==> src/rtl/core/rled_pkg.sv <==
// Shared types and constants for the LED effect generator.
// Holds the opcode and mode codes, register indexes, controller-datapath
// command and status structs. No dependencies.
`default_nettype none

package rled_pkg;

  // Field widths
  localparam int unsigned TimeW     = 32;
  localparam int unsigned IdxW      = 5;
  localparam int unsigned CountW    = 6;
  localparam int unsigned IntervalW = 16;
  localparam int unsigned ColorW    = 8;
  localparam int unsigned CfgIdxW   = 2;
  localparam int unsigned CfgDataW  = 16;

  // Input opcodes
  typedef enum logic [1:0] {
    OP_TICK  = 2'd0,
    OP_KEY   = 2'd1,
    OP_PIXEL = 2'd2,
    OP_NONE  = 2'd3
  } rled_op_e;

  // Effect modes
  typedef enum logic [1:0] {
    MODE_STATIC  = 2'd0,
    MODE_BREATH  = 2'd1,
    MODE_REACT   = 2'd2,
    MODE_RAINBOW = 2'd3
  } rled_mode_e;

  // Configuration register indexes
  localparam logic [CfgIdxW-1:0] RegMode     = 2'd0;
  localparam logic [CfgIdxW-1:0] RegCount    = 2'd1;
  localparam logic [CfgIdxW-1:0] RegInterval = 2'd2;

  // Register reset values
  localparam rled_mode_e           ModeRst     = MODE_RAINBOW;
  localparam logic [CountW-1:0]    CountRst    = 6'd32;
  localparam logic [IntervalW-1:0] IntervalRst = 16'd20;

  // Effect constants
  localparam logic [ColorW-1:0] HueFixed  = 8'd128;
  localparam logic [ColorW-1:0] SatFull   = 8'd255;
  localparam logic [ColorW-1:0] ChanMax   = 8'd255;
  localparam logic [ColorW-1:0] ValDim    = 8'd60;
  localparam logic [ColorW-1:0] ReactLoad = 8'd150;
  localparam logic [ColorW-1:0] SectorW   = 8'd43;
  localparam logic [ColorW-1:0] FracMul   = 8'd6;

  // Breathing period arithmetic: remainder mod 2000, quotient by 10
  localparam int unsigned       PeriodW    = 11;
  localparam logic [10:0]       BreathHalf = 11'd1000;
  localparam logic [ColorW-1:0] BreathTop  = 8'd200;
  localparam logic [12:0]       Recip10    = 13'd6554;
  localparam logic [3:0]        StepDiv5   = 4'd5;

  // Remainder unit: (time >> 4) mod 125 by reciprocal, then the low nibble
  // appended; ceil(2^35 / 125), exact for dividends below 2^28
  localparam int unsigned DigitW   = 4;
  localparam logic [28:0] Recip125 = 29'd274877907;
  localparam logic [6:0]  Div125   = 7'd125;
  localparam int unsigned ModSteps = 2;
  localparam int unsigned ModCntW  = 1;

  // Controller to datapath commands
  typedef struct packed {
    logic load_item;
    logic mod_step;
    logic quo_step;
    logic rem_step;
    logic apply;
    logic hsv1;
    logic hsv2;
    logic hsv3;
    logic res_load;
  } rled_cmd_t;

  // Datapath to controller status
  typedef struct packed {
    rled_op_e in_op;
    logic     in_needs_mod;
    rled_op_e op;
    logic     mod_last;
  } rled_stat_t;

endpackage

`default_nettype wire

==> src/rtl/core/rled_in_if.sv <==
// Input channel of the LED effect generator: valid/ready plus item fields.
// Depends on rled_pkg.
`default_nettype none

interface rled_in_if;
  import rled_pkg::*;

  logic              valid;
  logic              ready;
  logic [1:0]        command;
  logic [TimeW-1:0]  time_ms;
  logic [IdxW-1:0]   led_index;
  logic              strip_busy;

  modport source (output valid, command, time_ms, led_index, strip_busy, input ready);
  modport sink   (input valid, command, time_ms, led_index, strip_busy, output ready);
endinterface

`default_nettype wire

==> src/rtl/core/rled_out_if.sv <==
// Result channel of the LED effect generator: valid/ready plus colour fields.
// Depends on rled_pkg.
`default_nettype none

interface rled_out_if;
  import rled_pkg::*;

  logic              valid;
  logic              ready;
  logic [ColorW-1:0] red;
  logic [ColorW-1:0] green;
  logic [ColorW-1:0] blue;
  logic              frame_start;

  modport source (output valid, red, green, blue, frame_start, input ready);
  modport sink   (input valid, red, green, blue, frame_start, output ready);
endinterface

`default_nettype wire

==> src/rtl/core/rled_ctrl.sv <==
// Sequencing FSM of the LED effect generator: handshakes and stage strobes.
// Depends on rled_pkg; drives rled_dp through rled_cmd_t.
`default_nettype none

module rled_ctrl (
  input  logic                 clk_i,
  input  logic                 rst_ni,
  input  logic                 in_valid_i,
  output logic                 in_ready_o,
  output logic                 out_valid_o,
  input  logic                 out_ready_i,
  input  rled_pkg::rled_stat_t stat_i,
  output rled_pkg::rled_cmd_t  cmd_o
);
  import rled_pkg::*;

  typedef enum logic [8:0] {
    ST_IDLE  = 9'b000000001,
    ST_MOD   = 9'b000000010,
    ST_QUO   = 9'b000000100,
    ST_REM   = 9'b000001000,
    ST_APPLY = 9'b000010000,
    ST_HSV1  = 9'b000100000,
    ST_HSV2  = 9'b001000000,
    ST_HSV3  = 9'b010000000,
    ST_DONE  = 9'b100000000
  } rled_state_e;

  rled_state_e state_q, state_d;
  logic        out_valid_q, out_valid_d;

  // Next state and strobes
  always_comb begin
    state_d = state_q;
    cmd_o   = '0;
    unique case (state_q)
      ST_IDLE: begin
        if (in_valid_i) begin
          cmd_o.load_item = 1'b1;
          if (stat_i.in_needs_mod) begin
            state_d = ST_MOD;
          end else begin
            unique case (stat_i.in_op)
              OP_KEY:   state_d = ST_APPLY;
              OP_PIXEL: state_d = ST_HSV1;
              default:  state_d = ST_DONE;
            endcase
          end
        end
      end
      ST_MOD: begin
        cmd_o.mod_step = 1'b1;
        if (stat_i.mod_last) state_d = ST_QUO;
      end
      ST_QUO: begin
        cmd_o.quo_step = 1'b1;
        state_d        = ST_REM;
      end
      ST_REM: begin
        cmd_o.rem_step = 1'b1;
        state_d        = (stat_i.op == OP_TICK) ? ST_APPLY : ST_HSV1;
      end
      ST_APPLY: begin
        cmd_o.apply = 1'b1;
        state_d     = ST_DONE;
      end
      ST_HSV1: begin
        cmd_o.hsv1 = 1'b1;
        state_d    = ST_HSV2;
      end
      ST_HSV2: begin
        cmd_o.hsv2 = 1'b1;
        state_d    = ST_HSV3;
      end
      ST_HSV3: begin
        cmd_o.hsv3 = 1'b1;
        state_d    = ST_DONE;
      end
      ST_DONE: begin
        // hand the result to the output register once it is free
        if (!out_valid_q || out_ready_i) begin
          cmd_o.res_load = 1'b1;
          state_d        = ST_IDLE;
        end
      end
      default: state_d = ST_IDLE;
    endcase
  end

  // Output register occupancy
  assign out_valid_d = cmd_o.res_load | (out_valid_q & ~out_ready_i);

  always_ff @(posedge clk_i or negedge rst_ni) begin
    if (!rst_ni) begin
      state_q     <= ST_IDLE;
      out_valid_q <= 1'b0;
    end else begin
      state_q     <= state_d;
      out_valid_q <= out_valid_d;
    end
  end

  assign in_ready_o  = (state_q == ST_IDLE);
  assign out_valid_o = out_valid_q;

endmodule

`default_nettype wire

==> src/rtl/core/rled_dp.sv <==
// Datapath of the LED effect generator: config registers, effect state,
// mod-2000 unit, breathing value, three-stage HSV-to-RGB, result reg.
// Depends on rled_pkg; strobed by rled_ctrl.
`default_nettype none

module rled_dp #(
  parameter int unsigned MAX_LEDS = 32
) (
  input  logic                            clk_i,
  input  logic                            rst_ni,
  input  rled_pkg::rled_cmd_t             cmd_i,
  output rled_pkg::rled_stat_t            stat_o,
  input  logic [1:0]                      command_i,
  input  logic [rled_pkg::TimeW-1:0]      time_ms_i,
  input  logic [rled_pkg::IdxW-1:0]       led_index_i,
  input  logic                            strip_busy_i,
  input  logic                            cfg_we_i,
  input  logic [rled_pkg::CfgIdxW-1:0]    cfg_idx_i,
  input  logic [rled_pkg::CfgDataW-1:0]   cfg_data_i,
  output logic [rled_pkg::ColorW-1:0]     red_o,
  output logic [rled_pkg::ColorW-1:0]     green_o,
  output logic [rled_pkg::ColorW-1:0]     blue_o,
  output logic                            frame_start_o
);
  import rled_pkg::*;

  localparam int unsigned HueStepInt = 256 / MAX_LEDS;
  localparam logic [8:0]  HueStep    = 9'(HueStepInt);

  // Configuration and effect state
  rled_mode_e           mode_q;
  logic [CountW-1:0]    count_q;
  logic [IntervalW-1:0] interval_q;
  logic [TimeW-1:0]     last_step_q, last_frame_q;
  logic [ColorW-1:0]    hue_q, react_q;

  // Captured item
  rled_op_e             op_q;
  logic [TimeW-1:0]     time_q;
  logic [IdxW-1:0]      idx_q;
  logic                 busy_q;

  // Remainder unit and breathing value
  logic [21:0]          q125_q;
  logic [PeriodW-1:0]   p_q;
  logic [ModCntW-1:0]   cnt_q;
  logic [ColorW-1:0]    q10_q, bv_q;
  logic [3:0]           rem10_q;
  logic                 fs_q;

  // HSV pipeline
  logic [2:0]           sec_q;
  logic [ColorW-1:0]    frac_q, val_q, tf_q, tr_q, lo_q, fall_q, rise_q;

  // Result register
  logic [ColorW-1:0]    red_q, green_q, blue_q;
  logic                 frame_q;

  // Incoming beat decode for the controller
  rled_op_e in_op;
  logic     in_lit, lit;

  assign in_op  = rled_op_e'(command_i);
  assign in_lit = ({1'b0, led_index_i} < count_q);
  assign lit    = ({1'b0, idx_q} < count_q);

  always_comb begin
    stat_o.in_op        = in_op;
    stat_o.in_needs_mod = (in_op == OP_TICK) ||
                          ((in_op == OP_PIXEL) && in_lit && (mode_q == MODE_BREATH));
    stat_o.op           = op_q;
    stat_o.mod_last     = (cnt_q == ModCntW'(ModSteps - 1));
  end

  // time mod 2000 = ((time >> 4) mod 125) * 16 + time[3:0]
  // first step: quotient by 125 via reciprocal; second step: remainder
  logic [56:0]        t4_prod;
  logic [27:0]        q125_x, rem125_full;
  logic [PeriodW-1:0] p_nxt;

  assign t4_prod     = 57'(time_q[TimeW-1:DigitW]) * 57'(Recip125);
  assign q125_x      = 28'(q125_q) * 28'(Div125);
  assign rem125_full = time_q[TimeW-1:DigitW] - q125_x;
  assign p_nxt       = {rem125_full[6:0], time_q[DigitW-1:0]};

  // p / 10 by reciprocal, exact for p below 2048
  logic [23:0] q_prod;
  assign q_prod = 24'(p_q) * 24'(Recip10);

  // Remainder by 10 and breathing triangle value
  logic [PeriodW-1:0] ten_q10;
  logic [PeriodW-1:0] rem_full;
  logic [3:0]         rem10_c;
  logic [ColorW-1:0]  bv_c;

  always_comb begin
    ten_q10  = {q10_q, 3'b000} + {2'b00, q10_q, 1'b0};
    rem_full = p_q - ten_q10;
    rem10_c  = rem_full[3:0];
    if (p_q < BreathHalf) begin
      bv_c = q10_q;
    end else begin
      bv_c = BreathTop - q10_q - {7'd0, (rem10_c != 4'd0)};
    end
  end

  // Tick bookkeeping
  logic [TimeW-1:0] frame_diff;
  logic             frame_due, step_new, hue_tick, react_tick;

  assign frame_diff = time_q - last_frame_q;
  assign frame_due  = (frame_diff >= {16'd0, interval_q});
  assign step_new   = (time_q != last_step_q);
  assign hue_tick   = (rem10_q == 4'd0);
  assign react_tick = (rem10_q == 4'd0) || (rem10_q == StepDiv5);

  // Hue and value selection, sector split
  logic [13:0]       hue_prod;
  logic [ColorW-1:0] h_c, v_c, base_c, off_c, frac_c;
  logic [2:0]        sec_c;

  assign hue_prod = 14'(idx_q) * 14'(HueStep);

  always_comb begin
    unique case (mode_q)
      MODE_STATIC:  begin h_c = HueFixed; v_c = ValDim;  end
      MODE_BREATH:  begin h_c = HueFixed; v_c = bv_q;    end
      MODE_REACT:   begin h_c = HueFixed; v_c = react_q; end
      MODE_RAINBOW: begin h_c = hue_q + hue_prod[ColorW-1:0]; v_c = ValDim; end
      default:      begin h_c = HueFixed; v_c = ValDim;  end
    endcase
    priority if (h_c >= 8'(SectorW * 5)) begin
      sec_c = 3'd5;
    end else if (h_c >= 8'(SectorW * 4)) begin
      sec_c = 3'd4;
    end else if (h_c >= 8'(SectorW * 3)) begin
      sec_c = 3'd3;
    end else if (h_c >= 8'(SectorW * 2)) begin
      sec_c = 3'd2;
    end else if (h_c >= SectorW) begin
      sec_c = 3'd1;
    end else begin
      sec_c = 3'd0;
    end
    base_c = 8'(SectorW * sec_c);
    off_c  = h_c - base_c;
    frac_c = 8'(off_c * FracMul);
  end

  // Saturation and channel products
  logic [15:0] tf_prod, tr_prod, lo_prod, fall_prod, rise_prod;

  assign tf_prod   = 16'(SatFull) * 16'(frac_q);
  assign tr_prod   = 16'(SatFull) * 16'(ChanMax - frac_q);
  assign lo_prod   = 16'(val_q) * 16'(ChanMax - SatFull);
  assign fall_prod = 16'(val_q) * 16'(ChanMax - tf_q);
  assign rise_prod = 16'(val_q) * 16'(ChanMax - tr_q);

  // Colour selection by sector
  logic [ColorW-1:0] r_c, g_c, b_c;

  always_comb begin
    unique case (sec_q)
      3'd0:    begin r_c = val_q;  g_c = rise_q; b_c = lo_q;   end
      3'd1:    begin r_c = fall_q; g_c = val_q;  b_c = lo_q;   end
      3'd2:    begin r_c = lo_q;   g_c = val_q;  b_c = rise_q; end
      3'd3:    begin r_c = lo_q;   g_c = fall_q; b_c = val_q;  end
      3'd4:    begin r_c = rise_q; g_c = lo_q;   b_c = val_q;  end
      default: begin r_c = val_q;  g_c = lo_q;   b_c = fall_q; end
    endcase
  end

  // Configuration and effect state
  always_ff @(posedge clk_i or negedge rst_ni) begin
    if (!rst_ni) begin
      mode_q       <= ModeRst;
      count_q      <= CountRst;
      interval_q   <= IntervalRst;
      last_step_q  <= '0;
      last_frame_q <= '0;
      hue_q        <= '0;
      react_q      <= '0;
    end else begin
      if (cfg_we_i) begin
        priority if (cfg_idx_i == RegMode) begin
          mode_q <= rled_mode_e'(cfg_data_i[1:0]);
        end else if (cfg_idx_i == RegCount) begin
          count_q <= cfg_data_i[CountW-1:0];
        end else if (cfg_idx_i == RegInterval) begin
          interval_q <= cfg_data_i;
        end else begin
          mode_q <= mode_q;
        end
      end
      if (cmd_i.apply && (op_q == OP_TICK)) begin
        if (step_new) begin
          last_step_q <= time_q;
          if (hue_tick) hue_q <= hue_q + 8'd1;
          if (react_tick && (react_q != '0)) react_q <= react_q - 8'd1;
        end
        if (frame_due) last_frame_q <= time_q;
      end else if (cmd_i.apply && (op_q == OP_KEY)) begin
        react_q <= ReactLoad;
      end
    end
  end

  // Working registers, no reset needed
  always_ff @(posedge clk_i) begin
    if (cmd_i.load_item) begin
      op_q   <= in_op;
      time_q <= time_ms_i;
      idx_q  <= led_index_i;
      busy_q <= strip_busy_i;
      p_q    <= '0;
      cnt_q  <= '0;
    end
    if (cmd_i.mod_step) begin
      if (cnt_q == '0) begin
        q125_q <= t4_prod[56:35];
      end else begin
        p_q <= p_nxt;
      end
      cnt_q <= cnt_q + ModCntW'(1);
    end
    if (cmd_i.quo_step) q10_q <= q_prod[23:16];
    if (cmd_i.rem_step) begin
      rem10_q <= rem10_c;
      bv_q    <= bv_c;
    end
    if (cmd_i.apply) fs_q <= frame_due & ~busy_q;
    if (cmd_i.hsv1) begin
      sec_q  <= sec_c;
      frac_q <= frac_c;
      val_q  <= v_c;
    end
    if (cmd_i.hsv2) begin
      tf_q <= tf_prod[15:8];
      tr_q <= tr_prod[15:8];
      lo_q <= lo_prod[15:8];
    end
    if (cmd_i.hsv3) begin
      fall_q <= fall_prod[15:8];
      rise_q <= rise_prod[15:8];
    end
    if (cmd_i.res_load) begin
      if ((op_q == OP_PIXEL) && lit) begin
        red_q   <= r_c;
        green_q <= g_c;
        blue_q  <= b_c;
      end else begin
        red_q   <= '0;
        green_q <= '0;
        blue_q  <= '0;
      end
      frame_q <= (op_q == OP_TICK) ? fs_q : 1'b0;
    end
  end

  assign red_o         = red_q;
  assign green_o       = green_q;
  assign blue_o        = blue_q;
  assign frame_start_o = frame_q;

endmodule

`default_nettype wire

==> src/rtl/core/rgb_led_effect_generator_top.sv <==
// Top level of the LED effect generator: joins rled_ctrl and rled_dp to the
// item and result channels and the config write port.
// Depends on rled_pkg, rled_in_if, rled_out_if, rled_ctrl, rled_dp.
//
//   port      | dir  | carries
//   ----------+------+-----------------------------------------------------
//   item_i    | in   | command, time_ms, led_index, strip_busy (valid/ready)
//   result_o  | out  | red, green, blue, frame_start (valid/ready)
//   cfg_*     | in   | write enable, register index, 16-bit data
//
// One item at a time. A keypress goes to the apply step, an unknown command
// straight to the final step, and a pixel through the HSV steps.
// Ticks and lit breathing pixels first pass the mod-2000 unit (reciprocal
// quotient, then remainder) and the divide by 10; a tick then goes to apply.
// Reset is asynchronous and needs no clearing pass.
// A new beat is taken while the previous result still waits in the output
// register; a stalled result holds the block in its final step.
`default_nettype none

module rgb_led_effect_generator_top #(
  parameter int unsigned MAX_LEDS = 32
) (
  input  logic                          clk_i,
  input  logic                          rst_ni,
  rled_in_if.sink                       item_i,
  rled_out_if.source                    result_o,
  input  logic                          cfg_we_i,
  input  logic [rled_pkg::CfgIdxW-1:0]  cfg_idx_i,
  input  logic [rled_pkg::CfgDataW-1:0] cfg_data_i
);
  import rled_pkg::*;

  rled_cmd_t  cmd;
  rled_stat_t stat;

  // Sequencer
  rled_ctrl u_ctrl (
    .clk_i       (clk_i),
    .rst_ni      (rst_ni),
    .in_valid_i  (item_i.valid),
    .in_ready_o  (item_i.ready),
    .out_valid_o (result_o.valid),
    .out_ready_i (result_o.ready),
    .stat_i      (stat),
    .cmd_o       (cmd)
  );

  // Arithmetic and state
  rled_dp #(
    .MAX_LEDS (MAX_LEDS)
  ) u_dp (
    .clk_i         (clk_i),
    .rst_ni        (rst_ni),
    .cmd_i         (cmd),
    .stat_o        (stat),
    .command_i     (item_i.command),
    .time_ms_i     (item_i.time_ms),
    .led_index_i   (item_i.led_index),
    .strip_busy_i  (item_i.strip_busy),
    .cfg_we_i      (cfg_we_i),
    .cfg_idx_i     (cfg_idx_i),
    .cfg_data_i    (cfg_data_i),
    .red_o         (result_o.red),
    .green_o       (result_o.green),
    .blue_o        (result_o.blue),
    .frame_start_o (result_o.frame_start)
  );

endmodule

`default_nettype wire

==> src/flat_wrapper.sv <==
// flat-port wrapper written by rule: the top's interface ports become plain ports
module rgb_led_effect_generator_top_flat import rled_pkg::*;
#(
  parameter int unsigned MAX_LEDS = 32
)
  (clk_i, rst_ni, cfg_we_i, cfg_idx_i, cfg_data_i, item_i_valid, item_i_command, item_i_time_ms, item_i_led_index, item_i_strip_busy, item_i_ready, result_o_valid, result_o_red, result_o_green, result_o_blue, result_o_frame_start, result_o_ready);
  rled_in_if item_i_i ();
  rled_out_if result_o_i ();
  input  logic clk_i;
  input  logic rst_ni;
  input  logic cfg_we_i;
  input  logic [rled_pkg::CfgIdxW-1:0] cfg_idx_i;
  input  logic [rled_pkg::CfgDataW-1:0] cfg_data_i;
  input wire logic [$bits(item_i_i.valid)-1:0] item_i_valid;
  input wire logic [$bits(item_i_i.command)-1:0] item_i_command;
  input wire logic [$bits(item_i_i.time_ms)-1:0] item_i_time_ms;
  input wire logic [$bits(item_i_i.led_index)-1:0] item_i_led_index;
  input wire logic [$bits(item_i_i.strip_busy)-1:0] item_i_strip_busy;
  output wire logic [$bits(item_i_i.ready)-1:0] item_i_ready;
  output wire logic [$bits(result_o_i.valid)-1:0] result_o_valid;
  output wire logic [$bits(result_o_i.red)-1:0] result_o_red;
  output wire logic [$bits(result_o_i.green)-1:0] result_o_green;
  output wire logic [$bits(result_o_i.blue)-1:0] result_o_blue;
  output wire logic [$bits(result_o_i.frame_start)-1:0] result_o_frame_start;
  input wire logic [$bits(result_o_i.ready)-1:0] result_o_ready;
  assign item_i_i.valid = item_i_valid;
  assign item_i_i.command = item_i_command;
  assign item_i_i.time_ms = item_i_time_ms;
  assign item_i_i.led_index = item_i_led_index;
  assign item_i_i.strip_busy = item_i_strip_busy;
  assign item_i_ready = item_i_i.ready;
  assign result_o_valid = result_o_i.valid;
  assign result_o_red = result_o_i.red;
  assign result_o_green = result_o_i.green;
  assign result_o_blue = result_o_i.blue;
  assign result_o_frame_start = result_o_i.frame_start;
  assign result_o_i.ready = result_o_ready;
  rgb_led_effect_generator_top #(.MAX_LEDS(MAX_LEDS)) u_core (.clk_i(clk_i), .rst_ni(rst_ni), .item_i(item_i_i), .result_o(result_o_i), .cfg_we_i(cfg_we_i), .cfg_idx_i(cfg_idx_i), .cfg_data_i(cfg_data_i));
endmodule
==> config.mk <==
export PLATFORM = sky130hd
export DESIGN_NAME = rgb_led_effect_generator_top_flat
export DESIGN_NICKNAME = d
export VERILOG_FILES = /design/src/rtl/core/rled_pkg.sv /design/src/rtl/core/rled_in_if.sv /design/src/rtl/core/rled_out_if.sv /design/src/rtl/core/rled_ctrl.sv /design/src/rtl/core/rled_dp.sv /design/src/rtl/core/rgb_led_effect_generator_top.sv /design/src/flat_wrapper.sv
export SDC_FILE = /design/constraint.sdc
export NUM_CORES = 2
export LEC_CHECK = 0
export CORE_MARGIN = 3
export CORE_UTILIZATION = 29
export CTS_CLUSTER_DIAMETER = 60
export DETAILED_ROUTE_END_ITERATION = 7
export DONT_BUFFER_PORTS = 1
export GPL_TIMING_DRIVEN = 0
export PLACE_DENSITY = 0.54
export SYNTH_ARGS = -nofsm -noshare
export SYNTH_HDL_FRONTEND = slang
export SYNTH_HIERARCHICAL = 1
export SYNTH_SLANG_ARGS = --single-unit
==> constraint.sdc <==
create_clock -name clk_i -period 16.2 [get_ports clk_i]
set_input_delay 0.81 -clock clk_i [delete_from_list [all_inputs] [get_ports clk_i]]
set_output_delay 0.81 -clock clk_i [all_outputs]
set_load 0.1 [all_outputs]
Word-level counts from Yosys, hierarchy flattened
Cells that the tools add are included.
{ "op_classes": {"n_eq_ne": 29, "order_cmp": 9, "mul": 9, "bitwise": 8, "n_mux": 38, "n_reduce_logical": 36, "addsub": 14} }
{ "ops": {"columns": ["operator", "n"], "rows": [
  ["one-hot mux 8 bit (3 select lines)", 4],
  ["one-hot mux 9 bit (8 select lines)", 1],
  ["multiplier 28 x 29 -> 57 bit, second input constant", 1],
  ["2-to-1 mux 8 bit", 5],
  ["2-to-1 mux 9 bit", 4],
  ["2-to-1 mux 11 bit", 3],
  ["greater-or-equal comparator 32 x 16 -> 1 bit", 1],
  ["multiplier 9 x 9 -> 16 bit", 2],
  ["inequality test 32 bit", 1],
  ["subtractor 32 bit", 1],
  ["subtractor 8 x 8 -> 9 bit, first input constant", 3],
  ["greater-or-equal comparator 8 bit, second input constant", 3],
  ["multiplier 11 x 12 -> 23 bit, second input constant", 1],
  ["multiplier 22 x 7 -> 7 bit, second input constant", 1],
  ["one-hot mux 9 bit (2 select lines)", 1],
  ["multiplier 9 x 9 -> 16 bit, first input constant", 1],
  ["one-hot mux 8 bit (2 select lines)", 1],
  ["multiplier 8 x 7 -> 15 bit, first input constant", 1],
  ["2-to-1 mux 1 bit", 14],
  ["less-than comparator 5 x 6 -> 1 bit", 2],
  ["AND reduction 3 bit", 4],
  ["OR reduction 2 bit", 6],
  ["less-than comparator 11 x 10 -> 1 bit, second input constant", 1],
  ["equality test 2 bit, second input constant", 5],
  ["48 further kinds", 76]
]} }
{ "totals": {"wordCells": 174, "out_inout_bits": 27, "regBits": 284, "input_bits": 63} }

Logic depth before layout (Yosys ltp)
{ "logic_depth": {"depth_word": 12, "ltp_mapped": 26, "mapped_depth_nobuf": 26} }

By module
Netlist, hierarchy kept.
{ "modules_own_cells": {"columns": ["mod", "area_per_inst_um2", "n_inst", "seq_area_each_um2", "cells_each"], "rows": [
  ["rled_dp", 32676.3, 1, 7153.1, 3197],
  ["rled_ctrl", 799.5, 1, 251.5, 87]
]} }

Least setup slack after synthesis
OpenSTA, ideal clock, no wires.
{ "synth_timing": {"kind": "flip-flop to flip-flop", "startpoint": "register u_core.u_dp.time_q[21]", "endpoint": "register u_core.u_dp.q125_q[6] (data pin)", "setup_time_ps": 260, "t_arrival_ps": 5885, "required_time_ps": 15940, "period_less_slack_ps": 6145, "setup_slack_ps": 10055, "n_path_buf": 0, "path_stages_with_launch": 25, "cell_sequence": "edfxtp_1 > inv_1 > ha_1 > inv_1 > fa_1 > inv_1 > fa_1 > fa_1 > inv_1 > fa_1 > inv_1 > fa_1 > inv_1 > fa_1 > ha_1 > a21o_1 > a21o_1 > a21oi_1 > o21ai_0 > nor3_1 > a21oi_1 > nor3b_1 > nor3_1 > o21bai_1 > xnor2_1"} }
{ "synth_via": {"elab_chain_len": 1} }
{ "synth_lines": {"columns": ["element", "line", "source"], "rows": [
  ["from (decl)", "rled_dp.sv:39", "logic [TimeW-1:0] time_q;"],
  ["from (signal assigned)", "rled_dp.sv:212", "time_q <= time_ms_i;"],
  ["multiplier 28 x 29 -> 57 bit", "rled_dp.sv:81", "assign t4_prod = 57'(time_q[TimeW-1:DigitW]) * 57'(Recip125);"],
  ["named net u_core.u_dp.t4_prod[41]", "rled_dp.sv:77", "logic [56:0] t4_prod;"],
  ["to (signal assigned)", "rled_dp.sv:220", "q125_q <= t4_prod[56:35];"],
  ["to (decl)", "rled_dp.sv:44", "logic [21:0] q125_q;"]
]} }
The timed path passes the listed nets, and every way through them passes these cells.
A chain may end at the register's enable or synchronous reset.

Worst setup path in the final report
{ "layout_timing": {"startpoint": "register u_core.u_dp.time_q[6]", "endpoint": "register u_core.u_dp.q125_q[3] (data pin)"} }
The elaborated chain is that of the path after synthesis.

==> flow_summary.rst <==
.. list-table::
   :header-rows: 1

   * - Metric
     - Value
   * - Status
     - completed
   * - Wire length per cell
     - approximately 17 microns
   * - HPWL reported at the end of detailed placement
     - approximately 68000 microns
   * - H-tree depth
     - 2
   * - Number of DRC markers in iteration 0
     - about 1000
   * - Critical Path Most Common Cell
     - sky130_fd_sc_hd__fa_1
   * - Tightest Hold Check Type
     - in2async
   * - Leading register cell type out of synthesis
     - sky130_fd_sc_hd__edfxtp_1
   * - Worst Setup Path Type
     - reg2reg
   * - Relative slew slack
     - 0.2142
   * - Core ar.
     - about 110000 sq um
   * - Post-detailed-route DRC marker count
     - 0
   * - Cell at the root of the clock tree
     - sky130_fd_sc_hd__clkbuf_16
   * - Number of input and output port buffers inserted
     - 0
   * - Pin count of the biggest net entering global routing
     - approximately 110
   * - Critical path peak fanout
     - 11
   * - Post-Route Hold Slack
     - around 0.094 ns
   * - Max incr delay on CP
     - just over 1 ns
   * - Number of buffers created by CTS
     - 38
   * - Max Cap Violations
     - 0
   * - Post-layout util
     - 0.3211
   * - Critical-path cell list
     - inv_1, ha_1, fa_1, fa_1, fa_1, inv_1, fa_1, fa_1, inv_1, fa_1, inv_1, ha_1, nand2_1, nor2_1, o311ai_0, a211oi_1, a2111oi_1, clkdlybuf4s18_2, o31ai_1, a31oi_1, xnor2_1
   * - Endpoint kind of the worst setup timing path
     - flop
   * - Layout Area Growth over Synthesis
     - 9.845%
   * - Worst Path Arrival
     - ~8.1 ns
   * - CP Data Required Time
     - around 17 ns
   * - Number of synthesized flops with an enable pin
     - 144
   * - Die ar.
     - about 120000 sq um
   * - Cell type group with the largest total delay on the critical path
     - adder cells
   * - Number of unique standard cell types used by synthesis
     - 92
   * - Clock latency reported for the late side of the worst-skew pair
     - 0.58 ns
   * - Global-route wire length before repair
     - 131700 microns
   * - Total number of vias
     - 22110
   * - Number of placed I/O pins
     - 90
   * - Routability Congestion
     - ~0.87
   * - Vertical die dimension
     - 345.8 microns
   * - Ratio of cells with drive above 1 in the final layout
     - 0.04908
   * - Global route overflow
     - 0
   * - Clock transition time at the flip-flop clock pins of the worst setup and hold paths
     - about 0.06 ns
   * - Final hold viol count
     - 0
   * - Clock tree from TritonCTS
     - done
   * - Number of global-route vias before repair
     - between 20000 and 25000
   * - Placement Rows
     - ~120
   * - Routed wire length
     - approximately 82000 microns
   * - Path depth of the worst reg2reg path
     - 21
   * - Fin nets
     - roughly 4300
   * - Nature of the critical path startpoint
     - flop
   * - Post-route fraction of the period consumed by the critical path
     - 0.4833
   * - Fraction of registers with async set/reset
     - 0.4238
   * - Unrepaired setup endpoints after global routing
     - no
   * - Part of the Yosys area used for sequential elements
     - 0.2212
   * - Accumulated negative setup slack
     - 0 ns
   * - Critical path depth
     - 21
   * - Slowest cell on the critical path
     - sky130_fd_sc_hd__edfxtp_1
   * - Global routing usage summed across all routing layers
     - 0.1397
   * - Buffer depth of the longest clock path
     - 3
   * - Number of setup violations in the final report
     - 0
   * - Count of buffer and inverter cells on the critical path
     - 5
   * - Maximum clock frequency
     - approximately 130 MHz
   * - Clock tree skew after final layout
     - around 0.045 ns
   * - Ratio of routed vias to standard cells
     - around 4.5
   * - Post-Syn Area
     - roughly 33000 sq um
   * - Synth Area per Inst
     - 10.19 sq um
   * - Fill cell count
     - between 10000 and 15000
   * - Pins Over Slew Limit
     - 0
   * - Ys Warns
     - 6
   * - #FFs+latches synth
     - approximately 270
   * - Mapped Cells
     - 3284
   * - Clock tree sinks
     - 269
   * - Slew @ Worst Pin
     - 1.179 ns
   * - Nets in the synthesized netlist
     - around 4300
   * - Antenna Violating Nets Remaining
     - 0
   * - Die X
     - roughly 350 microns
   * - Number of antenna violations at the first check in global routing
     - 5
   * - Pre-Repair DR Iteration Count
     - 5
   * - Final Critical Period
     - 7.830 ns
   * - Starting density of the core
     - 0.2924
layout make-up:
type,instances,area [sq um],area share
clock inverter,21,183.9,0.005002
timing repair buffer,10,167.7,0.004560
antenna,2,5.005,0.0001361
tap,1512,1892,0.05145
buffer,61,289.0,0.007860
multi-input combinational,2180,22900,0.6227
inverter,774,2905,0.07901
clock buffer,47,1026,0.02790
sequential,269,7405,0.2014
state kept, by name, summed over array words and instances, names as in the netlist, 3 cells and up:
| signal | flops |
|---|---|
| u_core/u_dp/frac_q | 7 |
| u_core/u_dp/bv_q | 8 |
| u_core/u_dp/rem10_q | 4 |
| u_core/u_dp/green_o | 8 |
| u_core/u_dp/p_q | 11 |
| u_core/u_dp/q10_q | 8 |
| u_core/u_ctrl/state_q | 9 |
| u_core/u_dp/q125_q | 7 |
| u_core/u_dp/last_frame_q | 32 |
| u_core/u_dp/tf_q | 8 |
| u_core/u_dp/last_step_q | 32 |
| u_core/u_dp/react_q | 8 |
| u_core/u_dp/fall_q | 8 |
| u_core/u_dp/rise_q | 8 |
| u_core/u_dp/val_q | 8 |
| u_core/u_dp/red_o | 8 |
| u_core/u_dp/time_q | 32 |
| u_core/u_dp/blue_o | 8 |
| u_core/u_dp/count_q | 6 |
| u_core/u_dp/interval_q | 16 |
| u_core/u_dp/hue_q | 8 |
| u_core/u_dp/tr_q | 8 |
| u_core/u_dp/idx_q | 5 |
| u_core/u_dp/sec_q | 3 |
cell usage after synthesis (all sizes together), types with 14 or more instances:
library cell | n | area, sq um
nand2b | 69 | 431.7
and2 | 16 | 100.1
mux2 | 47 | 555.5
xnor2 | 101 | 884.6
nor4 | 17 | 121.4
edfxtp | 144 | 4324
nor2b | 99 | 619.3
nor2 | 111 | 424.2
buf | 14 | 112.6
a211oi | 30 | 235.2
o31ai | 14 | 110.1
fa | 389 | 7787
dfrtp | 108 | 2703
mux2i | 35 | 350.3
a21o | 44 | 330.3
ha | 550 | 6882
a21oi | 97 | 485.5
nand2 | 101 | 379.1
o21a | 21 | 157.7
nand3 | 32 | 160.2
clkbuf | 47 | 176.4
inv | 773 | 2902
xor2 | 58 | 508.0
nor3 | 44 | 231.5
o21ai | 109 | 545.5
and3 | 15 | 93.84
kinds of logic (layout without fill, tap and decap cells):
| family | Yosys count | in the layout | synth area share |
|---|---|---|---|
| adder cells (fa/ha/maj) | 939 | 939 | 0.4382 |
| AND/OR/NAND/NOR | 576 | 576 | 0.09314 |
| multiplexers | 82 | 82 | 0.02706 |
| flip-flops | 269 | 269 | 0.2212 |
| AO/OA/AOI/OAI | 424 | 424 | 0.08339 |
| buffers and inverters | 835 | 913 | 0.09542 |
| other | 0 | 2 | 0 |
| XOR/XNOR | 159 | 159 | 0.04160 |
layer usage:
metal | share of wire | routed length, microns | track usage
met5 | 0.00074 | 61 | 0
met4 | 0.026 | 2177 | 0.03699
met3 | 0.040 | 3333 | 0.02198
met2 | 0.49 | 40080 | 0.2410
met1 | 0.45 | 36750 | 0.1818
cell usage in the layout, fill, tap and decap left out, types with 21 or more instances in the layout:
master,synthesis,layout
sky130_fd_sc_hd__nor2b_1,99,99
sky130_fd_sc_hd__xnor2_1,101,101
sky130_fd_sc_hd__edfxtp_1,144,144
sky130_fd_sc_hd__a21o_1,44,44
sky130_fd_sc_hd__ha_1,550,550
sky130_fd_sc_hd__nand2_1,101,101
sky130_fd_sc_hd__dfrtp_1,108,108
sky130_fd_sc_hd__clkbuf_1,47,53
sky130_fd_sc_hd__o21a_1,21,21
sky130_fd_sc_hd__xor2_1,58,58
sky130_fd_sc_hd__nand2b_1,69,69
sky130_fd_sc_hd__fa_1,389,389
sky130_fd_sc_hd__o21ai_0,101,101
sky130_fd_sc_hd__a211oi_1,28,28
sky130_fd_sc_hd__inv_1,773,773
sky130_fd_sc_hd__a21oi_1,97,97
sky130_fd_sc_hd__mux2_2,36,36
sky130_fd_sc_hd__nor2_1,110,110
sky130_fd_sc_hd__clkbuf_16,0,39
sky130_fd_sc_hd__mux2i_1,35,35
sky130_fd_sc_hd__nor3_1,43,41
sky130_fd_sc_hd__nand3_1,32,32
stage by stage:
step                setup slack [ns]  instance area, sq um  instances
floorplan                      10.06                 33480       3284
global route                   7.898                 36770       4874
finish                         8.370                 36770       4876
CTS                            8.333                 36770       4874
global placement               7.599                 35370       4796
detailed placement             8.322                 35530       4805
repair_timing:
item / in CTS / in global routing
gates resized for setup: 0 / 0
endpoints found under the hold margin: 108 / 0
setup buffers: 0 / 0
hold buffers: 1 / 0
worst paths after layout:
kind                                       startpoint                          end  slack [ns]
worst max-delay path            u_core/u_dp/time_q[6]        u_core/u_dp/q125_q[3]        8.37
worst min-delay path                           rst_ni       u_core/u_dp/count_q[5]        0.09
worst max register to register  u_core/u_dp/time_q[6]        u_core/u_dp/q125_q[3]        8.37
worst min register to register   u_core/u_dp/hue_q[7]         u_core/u_dp/hue_q[7]        0.50
max in group asynchronous                      rst_ni  u_core/u_dp/last_frame_q[1]       15.48
min in group clk_i                  item_i_time_ms[1]        u_core/u_dp/time_q[1]        0.33
Power is not shown: default switching activity piles up to over one toggle a cycle in this logic, so the estimate is an artifact.
